## config.mk

```make
export PLATFORM = sky130hd
export DESIGN_NAME = scalar_to_rgb_color_map
export DESIGN_NICKNAME = d
export VERILOG_FILES = /design/src/rtl/scrgb_pkg.sv /design/src/rtl/scalar_to_rgb_color_map.sv /design/src/rtl/scrgb_front.sv /design/src/rtl/scrgb_div_step.sv /design/src/rtl/scrgb_blend.sv
export SDC_FILE = /design/constraint.sdc
export NUM_CORES = 2
export LEC_CHECK = 0
export ABC_AREA = 1
export CAP_MARGIN = 20
export CORE_MARGIN = 4
export CORE_UTILIZATION = 60
export CTS_CLUSTER_DIAMETER = 60
export DETAILED_ROUTE_END_ITERATION = 7
export DONT_BUFFER_PORTS = 1
export PLACE_DENSITY_LB_ADDON = 0.1
export SLEW_MARGIN = 20
export SYNTH_ARGS = -nofsm -noshare
export SYNTH_HDL_FRONTEND = slang
export SYNTH_SLANG_ARGS = --single-unit
```

## constraint.sdc

```tcl
create_clock -name i_clk -period 9 [get_ports i_clk]
set_clock_uncertainty 0.15 [all_clocks]
set_input_delay 1.8 -clock i_clk [delete_from_list [all_inputs] [get_ports i_clk]]
set_output_delay 1.8 -clock i_clk [all_outputs]
set_load 0.02 [all_outputs]
```

## src/rtl/scrgb_pkg.sv

```systemverilog
package scrgb_pkg;

    // Widths of the datapath ahead of the divider.
    localparam int SAMPLE_W = 32;
    localparam int DIFF_W   = SAMPLE_W + 1;
    localparam int NUM_W    = SAMPLE_W + 1;
    localparam int SEG_W    = 2;

    localparam logic [SEG_W-1:0] SEG_FIRST = 2'd0;
    localparam logic [SEG_W-1:0] SEG_LAST  = 2'd3;

    typedef struct packed {
        logic [7:0] red;
        logic [7:0] green;
        logic [7:0] blue;
    } t_rgb;

    // Control that travels alongside each item through the pipeline.
    typedef struct packed {
        logic             valid;
        logic             below;
        logic             above;
        logic [SEG_W-1:0] seg;
    } t_ctl;

    function automatic t_rgb ramp_color(input logic [2:0] idx);
        t_rgb c;
        unique case (idx)
            3'd0:    c = '{red: 8'd0,   green: 8'd0,   blue: 8'd255};
            3'd1:    c = '{red: 8'd0,   green: 8'd204, blue: 8'd255};
            3'd2:    c = '{red: 8'd0,   green: 8'd153, blue: 8'd0};
            3'd3:    c = '{red: 8'd255, green: 8'd204, blue: 8'd0};
            default: c = '{red: 8'd255, green: 8'd0,   blue: 8'd0};
        endcase
        return c;
    endfunction

endpackage

```

## src/rtl/scalar_to_rgb_color_map.sv

```systemverilog
// Channel  Direction  Ports                                        Handshake
// sample   in         i_sample_value                               i_start, o_busy
// colour   out        o_red, o_green, o_blue, o_segment,           o_valid strobe
//                     o_out_of_range
// config   in         i_cfg_idx, i_cfg_wdata                       i_cfg_wr_en
//
// One item is taken every cycle; o_busy stays low.
// Each result passes through three stages of offset, range check and segment
// choice, one restoring divider stage per fraction bit, one blend stage and
// the output register.
// Reset is synchronous, clears the valid bits and loads the range registers
// with their reset values.
// Results are shown for a single cycle and cannot be held off.
module scalar_to_rgb_color_map
    import scrgb_pkg::*;
#(
    parameter int FRACTION_BITS = 16
) (
    input  logic                       i_clk,
    input  logic                       i_rst_n,
    input  logic                       i_start,
    output logic                       o_busy,
    input  logic signed [SAMPLE_W-1:0] i_sample_value,
    input  logic                       i_cfg_wr_en,
    input  logic                       i_cfg_idx,
    input  logic [SAMPLE_W-1:0]        i_cfg_wdata,
    output logic                       o_valid,
    output logic [7:0]                 o_red,
    output logic [7:0]                 o_green,
    output logic [7:0]                 o_blue,
    output logic [SEG_W-1:0]           o_segment,
    output logic                       o_out_of_range
);

    localparam int  LATENCY       = FRACTION_BITS + 5;
    localparam logic CFG_RANGE_MIN = 1'b0;
    localparam logic CFG_RANGE_MAX = 1'b1;

    logic signed [SAMPLE_W-1:0] r_range_min;
    logic signed [SAMPLE_W-1:0] r_range_max;

    t_ctl                     ctl [0:FRACTION_BITS];
    logic [NUM_W-1:0]         rem [0:FRACTION_BITS];
    logic [NUM_W-1:0]         den [0:FRACTION_BITS];
    logic [FRACTION_BITS-1:0] quo [0:FRACTION_BITS];

    assign o_busy = 1'b0;

    always_ff @(posedge i_clk) begin
        if (!i_rst_n) begin
            r_range_min <= 32'sd4280;
            r_range_max <= 32'sd6456689;
        end else if (i_cfg_wr_en) begin
            unique case (i_cfg_idx)
                CFG_RANGE_MIN: r_range_min <= i_cfg_wdata;
                CFG_RANGE_MAX: r_range_max <= i_cfg_wdata;
            endcase
        end
    end

    scrgb_front u_front (
        .i_clk       (i_clk),
        .i_rst_n     (i_rst_n),
        .i_valid     (i_start),
        .i_sample    (i_sample_value),
        .i_range_min (r_range_min),
        .i_range_max (r_range_max),
        .o_ctl       (ctl[0]),
        .o_num       (rem[0]),
        .o_den       (den[0])
    );

    assign quo[0] = '0;

    for (genvar i = 0; i < FRACTION_BITS; i++) begin : g_div
        scrgb_div_step #(.FB(FRACTION_BITS)) u_step (
            .i_clk   (i_clk),
            .i_rst_n (i_rst_n),
            .i_ctl   (ctl[i]),
            .i_rem   (rem[i]),
            .i_den   (den[i]),
            .i_quo   (quo[i]),
            .o_ctl   (ctl[i+1]),
            .o_rem   (rem[i+1]),
            .o_den   (den[i+1]),
            .o_quo   (quo[i+1])
        );
    end

    scrgb_blend #(.FB(FRACTION_BITS)) u_blend (
        .i_clk          (i_clk),
        .i_rst_n        (i_rst_n),
        .i_ctl          (ctl[FRACTION_BITS]),
        .i_frac         (quo[FRACTION_BITS]),
        .o_valid        (o_valid),
        .o_red          (o_red),
        .o_green        (o_green),
        .o_blue         (o_blue),
        .o_segment      (o_segment),
        .o_out_of_range (o_out_of_range)
    );

    a_start_gives_result: assert property (@(posedge i_clk) disable iff (!i_rst_n)
        i_start |-> ##LATENCY o_valid)
        else $error("item accepted without a result after the pipeline latency");

    a_idle_gives_nothing: assert property (@(posedge i_clk) disable iff (!i_rst_n)
        !i_start |-> ##LATENCY !o_valid)
        else $error("result produced without an accepted item");

    a_clamp_segment: assert property (@(posedge i_clk) disable iff (!i_rst_n)
        o_valid && o_out_of_range |-> (o_segment == SEG_FIRST || o_segment == SEG_LAST))
        else $error("clamped item on an inner segment");

    a_clamp_low_colour: assert property (@(posedge i_clk) disable iff (!i_rst_n)
        o_valid && o_out_of_range && o_segment == SEG_FIRST
            |-> o_red == 8'd0 && o_green == 8'd0 && o_blue == 8'd255)
        else $error("low clamp does not give the first ramp colour");

endmodule

```

## src/rtl/scrgb_front.sv

```systemverilog
module scrgb_front
    import scrgb_pkg::*;
(
    input  logic                       i_clk,
    input  logic                       i_rst_n,
    input  logic                       i_valid,
    input  logic signed [SAMPLE_W-1:0] i_sample,
    input  logic signed [SAMPLE_W-1:0] i_range_min,
    input  logic signed [SAMPLE_W-1:0] i_range_max,
    output t_ctl                       o_ctl,
    output logic [NUM_W-1:0]           o_num,
    output logic [NUM_W-1:0]           o_den
);

    // Stage 1: offset from the range start and range width.
    logic              r_valid1;
    logic [DIFF_W-1:0] r_d1;
    logic [DIFF_W-1:0] r_w1;

    // Stage 2: range checks, 5*d and 3*w.
    logic              r_valid2;
    logic              r_below2;
    logic              r_above2;
    logic [34:0]       r_d_x5;
    logic [31:0]       r_w2;
    logic [33:0]       r_w_x3;

    // Stage 3: segment choice and the divider operands.
    t_ctl              r_ctl3;
    logic [NUM_W-1:0]  r_num3;
    logic [NUM_W-1:0]  r_den3;

    logic [DIFF_W-1:0] n_d1;
    logic [DIFF_W-1:0] n_w1;
    logic [35:0]       diff1;
    logic [35:0]       diff2;
    logic [35:0]       diff3;
    t_ctl              n_ctl3;
    logic [NUM_W-1:0]  n_num3;
    logic [NUM_W-1:0]  n_den3;

    assign n_d1 = {i_sample[SAMPLE_W-1], i_sample} - {i_range_min[SAMPLE_W-1], i_range_min};
    assign n_w1 = {i_range_max[SAMPLE_W-1], i_range_max}
                - {i_range_min[SAMPLE_W-1], i_range_min};

    always_ff @(posedge i_clk) begin
        if (!i_rst_n) begin
            r_valid1 <= 1'b0;
            r_valid2 <= 1'b0;
        end else begin
            r_valid1 <= i_valid;
            r_valid2 <= r_valid1;
        end
        r_d1 <= n_d1;
        r_w1 <= n_w1;
        r_below2 <= r_d1[DIFF_W-1];
        r_above2 <= !r_d1[DIFF_W-1] && ($signed(r_d1) >= $signed(r_w1));
        // Within range both d and w are below 2^32, so their low words suffice.
        r_d_x5 <= {1'b0, r_d1[31:0], 2'b00} + {3'b000, r_d1[31:0]};
        r_w2   <= r_w1[31:0];
        r_w_x3 <= {1'b0, r_w1[31:0], 1'b0} + {2'b00, r_w1[31:0]};
    end

    assign diff1 = {1'b0, r_d_x5} - {4'b0000, r_w2};
    assign diff2 = {1'b0, r_d_x5} - {3'b000, r_w2, 1'b0};
    assign diff3 = {1'b0, r_d_x5} - {2'b00, r_w_x3};

    always_comb begin
        n_ctl3.valid = r_valid2;
        n_ctl3.below = r_below2;
        n_ctl3.above = r_above2;
        n_den3       = {1'b0, r_w2};
        priority if (diff1[35]) begin
            n_ctl3.seg = 2'd0;
            n_num3     = r_d_x5[NUM_W-1:0];
        end else if (diff2[35]) begin
            n_ctl3.seg = 2'd1;
            n_num3     = diff1[NUM_W-1:0];
        end else if (diff3[35]) begin
            n_ctl3.seg = 2'd2;
            n_num3     = diff2[NUM_W-1:0];
        end else begin
            // The last segment spans two increments.
            n_ctl3.seg = SEG_LAST;
            n_num3     = diff3[NUM_W-1:0];
            n_den3     = {r_w2, 1'b0};
        end
    end

    always_ff @(posedge i_clk) begin
        if (!i_rst_n) begin
            r_ctl3 <= '0;
        end else begin
            r_ctl3 <= n_ctl3;
        end
        r_num3 <= n_num3;
        r_den3 <= n_den3;
    end

    assign o_ctl = r_ctl3;
    assign o_num = r_num3;
    assign o_den = r_den3;

endmodule

```

## src/rtl/scrgb_div_step.sv

```systemverilog
module scrgb_div_step
    import scrgb_pkg::*;
#(
    parameter int FB = 16
) (
    input  logic             i_clk,
    input  logic             i_rst_n,
    input  t_ctl             i_ctl,
    input  logic [NUM_W-1:0] i_rem,
    input  logic [NUM_W-1:0] i_den,
    input  logic [FB-1:0]    i_quo,
    output t_ctl             o_ctl,
    output logic [NUM_W-1:0] o_rem,
    output logic [NUM_W-1:0] o_den,
    output logic [FB-1:0]    o_quo
);

    t_ctl             r_ctl;
    logic [NUM_W-1:0] r_rem;
    logic [NUM_W-1:0] r_den;
    logic [FB-1:0]    r_quo;

    logic [NUM_W:0]   shifted;
    logic [NUM_W+1:0] diff;
    logic             q_bit;
    logic [NUM_W-1:0] n_rem;

    // One restoring step: the remainder stays below the divisor throughout.
    assign shifted = {i_rem, 1'b0};
    assign diff    = {1'b0, shifted} - {2'b00, i_den};
    assign q_bit   = !diff[NUM_W+1];
    assign n_rem   = q_bit ? diff[NUM_W-1:0] : shifted[NUM_W-1:0];

    always_ff @(posedge i_clk) begin
        if (!i_rst_n) begin
            r_ctl <= '0;
        end else begin
            r_ctl <= i_ctl;
        end
        r_rem <= n_rem;
        r_den <= i_den;
        r_quo <= {i_quo[FB-2:0], q_bit};
    end

    assign o_ctl = r_ctl;
    assign o_rem = r_rem;
    assign o_den = r_den;
    assign o_quo = r_quo;

    a_rem_below_den: assert property (@(posedge i_clk) disable iff (!i_rst_n)
        r_ctl.valid && !r_ctl.below && !r_ctl.above |-> r_rem < r_den)
        else $error("divider remainder not below divisor");

endmodule

```

## src/rtl/scrgb_blend.sv

```systemverilog
module scrgb_blend
    import scrgb_pkg::*;
#(
    parameter int FB = 16
) (
    input  logic             i_clk,
    input  logic             i_rst_n,
    input  t_ctl             i_ctl,
    input  logic [FB-1:0]    i_frac,
    output logic             o_valid,
    output logic [7:0]       o_red,
    output logic [7:0]       o_green,
    output logic [7:0]       o_blue,
    output logic [SEG_W-1:0] o_segment,
    output logic             o_out_of_range
);

    localparam int ACC_W = FB + 10;
    localparam logic signed [ACC_W-1:0] HALF = ACC_W'(1) <<< (FB - 1);

    t_ctl             r_ctl;
    t_rgb             r_mix;
    logic             r_valid;
    t_rgb             r_color;
    logic [SEG_W-1:0] r_segment;
    logic             r_oor;

    t_rgb             c0;
    t_rgb             c1;
    t_rgb             n_mix;
    t_rgb             n_color;
    logic [SEG_W-1:0] n_segment;

    function automatic logic [7:0] mix(input logic [7:0] a, input logic [7:0] b,
                                       input logic [FB-1:0] f);
        logic signed [8:0]       delta;
        logic signed [FB:0]      fs;
        logic signed [ACC_W-1:0] prod;
        logic signed [ACC_W-1:0] acc;
        delta = $signed({1'b0, b}) - $signed({1'b0, a});
        fs    = $signed({1'b0, f});
        prod  = fs * delta;
        acc   = $signed({2'b00, a, {FB{1'b0}}}) + prod + HALF;
        return acc[FB+7:FB];
    endfunction

    assign c0 = ramp_color({1'b0, i_ctl.seg});
    assign c1 = ramp_color({1'b0, i_ctl.seg} + 3'd1);

    assign n_mix.red   = mix(c0.red,   c1.red,   i_frac);
    assign n_mix.green = mix(c0.green, c1.green, i_frac);
    assign n_mix.blue  = mix(c0.blue,  c1.blue,  i_frac);

    // Out-of-range items take the end colours of the ramp.
    always_comb begin
        priority if (r_ctl.below) begin
            n_color   = ramp_color(3'd0);
            n_segment = SEG_FIRST;
        end else if (r_ctl.above) begin
            n_color   = ramp_color(3'd4);
            n_segment = SEG_LAST;
        end else begin
            n_color   = r_mix;
            n_segment = r_ctl.seg;
        end
    end

    always_ff @(posedge i_clk) begin
        if (!i_rst_n) begin
            r_ctl   <= '0;
            r_valid <= 1'b0;
        end else begin
            r_ctl   <= i_ctl;
            r_valid <= r_ctl.valid;
        end
        r_mix     <= n_mix;
        r_color   <= n_color;
        r_segment <= n_segment;
        r_oor     <= r_ctl.below || r_ctl.above;
    end

    assign o_valid        = r_valid;
    assign o_red          = r_color.red;
    assign o_green        = r_color.green;
    assign o_blue         = r_color.blue;
    assign o_segment      = r_segment;
    assign o_out_of_range = r_oor;

endmodule
```

==> results.py <==
metrics = {
    "run_status": {
        "status": "complete, no violations",
    },
    "floorplan": {
        "die_area_um2": 174600,
        "start_util_pct": 60.32,
        "design.portCount": 98,
        "die-width_um": 417.8,
        "coreArea_um2": 167000,
        "row_count": 150,
        "chipHeight_um": 417.8,
    },
    "timing": {
        "period_minus_slack_ps": 7343,
        "timing_hold_violations_final": 0,
        "peak_freq_ghz": 0.1362,
        "tns_ps": 0,
        "worstMarginPinSlew_ps": 1092,
        "period_utilization_pct": 81.59,
        "number_of_setup_violations_in_the_final_report": 0,
        "relSlewSlack_pct": 26.40,
        "maxSlewViolCount": 0,
        "rsz0062_at_grt": "false",
    },
    "detailed_routing": {
        "iteration_count_of_the_initial_detailed_routing_pass": 6,
        "routed_length_per_placed_instance_um": 19.54,
        "number_of_violations_reported_at_the_end_of_detailed_routing_iteration_0": 8745,
        "detail_route.vias_per_cell": 5.609,
        "vias": 92390,
        "remaining_drc_errors": 0,
        "ant_nets": 0,
        "drt-total-wl_um": 321900,
    },
    "clock_network": {
        "clock_latency_ps": 870,
        "clkSinkCount": 1568,
        "total_cts_buffers": 173,
        "clkTransAtPathRegs_ps": 70,
        "cts_tree": "yes",
        "h-tree-depth": 4,
        "hold_buffers": 0,
        "cts_root_buffer": "sky130_fd_sc_hd__clkbuf_16",
        "post-cts-setup-buffer-count": 0,
        "post_cts_resized": 0,
        "clockBufferDepth": 3,
    },
    "placed_design": {
        "numPortBuffers": 0,
        "routabilityCongestion": 1.011,
        "detailedPlacementHpwl_um": 262600,
    },
    "global_route": {
        "grt_max_degree": 157,
        "vias_in_the_first_global_route": 89870,
        "antenna_found_initial": 7,
        "groute.usage.overall_pct": 36.12,
        "grt_first_pass_wirelength_um": 498500,
        "grt_overflow": 0,
    },
    "worst_setup_path": {
        "critPathTopFamily": "adder cells",
        "crit_type": "reg2reg",
        "critPathCaptureType": "flop",
        "timing.critical_path.slowest_cell_delay_ps": 530,
        "cp.buffers_inverters": 8,
        "worst_path_max_delay_cell": "sky130_fd_sc_hd__inv_1",
        "crit_start_category": "flop",
        "cp_max_fo": 12,
        "critPathMostFrequentCell": "sky130_fd_sc_hd__inv_1",
        "critical_path_arrival_ps": 7950,
        "worst_path_required_time_ps": 9610,
    },
    "synth": {
        "mappedNetlistArea_um2": 100800,
        "synth-seq-cells": 1568,
        "synth-seq-area-share_pct": 31.15,
        "synthesis.instances": 13990,
        "yosys_warnings": 0,
        "syn-mean-instance-area_um2": 7.204,
        "netlist-cell-type-count": 53,
    },
    "final_layout": {
        "nets": 15440,
        "post_route_cells_drive_above_1_share_pct": 3.217,
        "layout-area-overhead-vs-synth_pct": 8.192,
        "utilization_pct": 65.27,
    },
    "worst_hold_path": {
        "hold_path_class": "reg2reg",
    },
    "flow_run": {
        "timing.max_cap.violations": 0,
    },
}
-- cells in the mapped netlist, drive strengths merged --
master,n,area (µm²)
nand2,3034,11400
inv,2636,9894
dfxtp,1568,31390
nor2,1534,5776
a21oi,1184,6132
ha,920,11510
o21ai,614,3080
nand3,579,2990
fa,332,6646
xnor2,263,2303
xor2,238,2085
a31oi,177,1107
nor3,144,730.7
o21bai,143,1074
buf,122,1057
nand4,101,631.9
a21o,52,390.4
clkbuf,50,190.2
a21boi,46,345.3
nand3b,45,352.8
nor4,45,480.5
o211ai,45,337.8
o21a,40,300.3
a211oi,19,142.6
o2111ai,19,166.4
or2,10,62.56
a221oi,4,35.03
and2,4,25.02
o221ai,4,35.03
and3,3,18.77
clkinv,3,11.26
conb,2,7.510
o221a,2,22.52
o31ai,2,15.01
nand2b,1,6.260
o2111a,1,11.26
-- final timing paths --
check / from / endpoint / slack [ps] / cells after the start
worst max-delay path: g_div[15].u_step.o_ctl[0] / u_blend.r_mix[13] / 1660 / 28
worst max register to register: g_div[15].u_step.o_ctl[0] / u_blend.r_mix[13] / 1660 / 28
worst min register to register: g_div[5].u_step.o_quo[1] / g_div[6].u_step.o_quo[2] / 170 / 0
worst min-delay path: g_div[5].u_step.o_quo[1] / g_div[6].u_step.o_quo[2] / 170 / 0
-- registers in the layout, summed over array words and instances (netlist names), 35 cells and up --
signal,cells
g_div.u_step.o_ctl,80
g_div.u_step.o_rem,495
u_front.r_d_x5,35
g_div.u_step.o_quo,136
g_div.u_step.o_den,495
-- layout by cell type, fill, tap and decap left out, types with 45 or more instances in the layout --
master and n:
sky130_fd_sc_hd__nor3_1 142, sky130_fd_sc_hd__a21o_1 52, sky130_fd_sc_hd__nand3_1 562, sky130_fd_sc_hd__fa_1 332, sky130_fd_sc_hd__xnor2_1 263, sky130_fd_sc_hd__a21oi_1 1129
sky130_fd_sc_hd__xor2_1 238, sky130_fd_sc_hd__o21ai_1 53, sky130_fd_sc_hd__nor2_1 1525, sky130_fd_sc_hd__conb_1 105, sky130_fd_sc_hd__a31oi_1 177, sky130_fd_sc_hd__inv_1 2627
sky130_fd_sc_hd__nand4_1 101, sky130_fd_sc_hd__clkbuf_16 174, sky130_fd_sc_hd__nand2_1 3033, sky130_fd_sc_hd__ha_1 920, sky130_fd_sc_hd__o21ai_0 559, sky130_fd_sc_hd__a21boi_0 46
sky130_fd_sc_hd__dfxtp_1 1568, sky130_fd_sc_hd__a21oi_2 55, sky130_fd_sc_hd__o21bai_1 143, sky130_fd_sc_hd__o211ai_1 45
-- metal layers --
| layer | vias to the layer above | GRT usage, % | wire length (µm) |
|---|---|---|---|
| li1 | 44590 | - | - |
| met1 | 42790 | 46.93 | 134600 |
| met2 | 4040 | 58.48 | 144300 |
| met3 | 966 | 6.489 | 26180 |
| met4 | 4 | 16.88 | 16820 |
| met5 | - | 0 | 22 |
-- final cells by class --
class                           count  area [µm²]
Sequential cell                  1568       31390
Inverter                         2639        9906
Fill cell                       14590       58020
Multi-Input combinational cell   9710       58630
Antenna cell                        2       5.005
Clock buffer                      209        4686
Timing Repair Buffer               27       200.2
Clock inverter                    114        1441
Tap cell                         2204        2758
-- kinds of logic (layout without fill, tap and decap cells) --
logic type	after synthesis	in the layout	synth area share [%]
adder cells (fa/ha/maj)	1252	1252	18.02
AND/OR/NAND/NOR	5500	5500	22.30
AO/OA/AOI/OAI	2352	2352	13.10
other	2	107	0.007453
XOR/XNOR	501	501	4.355
flip-flops	1568	1568	31.15
buffers and inverters	2811	2989	11.07
-- through the flow --
stage	cell area, µm²	cells	setup WS, ps	hold WS, ps
after global placement	102900	16150	1682	159.5
after detailed placement	102900	16150	1740	162.1
after CTS	109000	16470	1770	157.0
after floorplan	101100	14090	2691	159.6
final	109000	16470	1657	165.6
after global routing	109000	16470	1171	163.0
-- worst register-to-register path, delay by kind of cell (launching register included) --
family / cells / cell delay (ps)
adder cells (fa/ha/maj): 8 / 3580
buffers and inverters: 8 / 1250
AO/OA/AOI/OAI: 6 / 1090
AND/OR/NAND/NOR: 5 / 560
flip-flops: 1 / 460
XOR/XNOR: 1 / 140
Power is not shown: default switching activity piles up to over one toggle a cycle in this logic, so the estimate is an artifact.
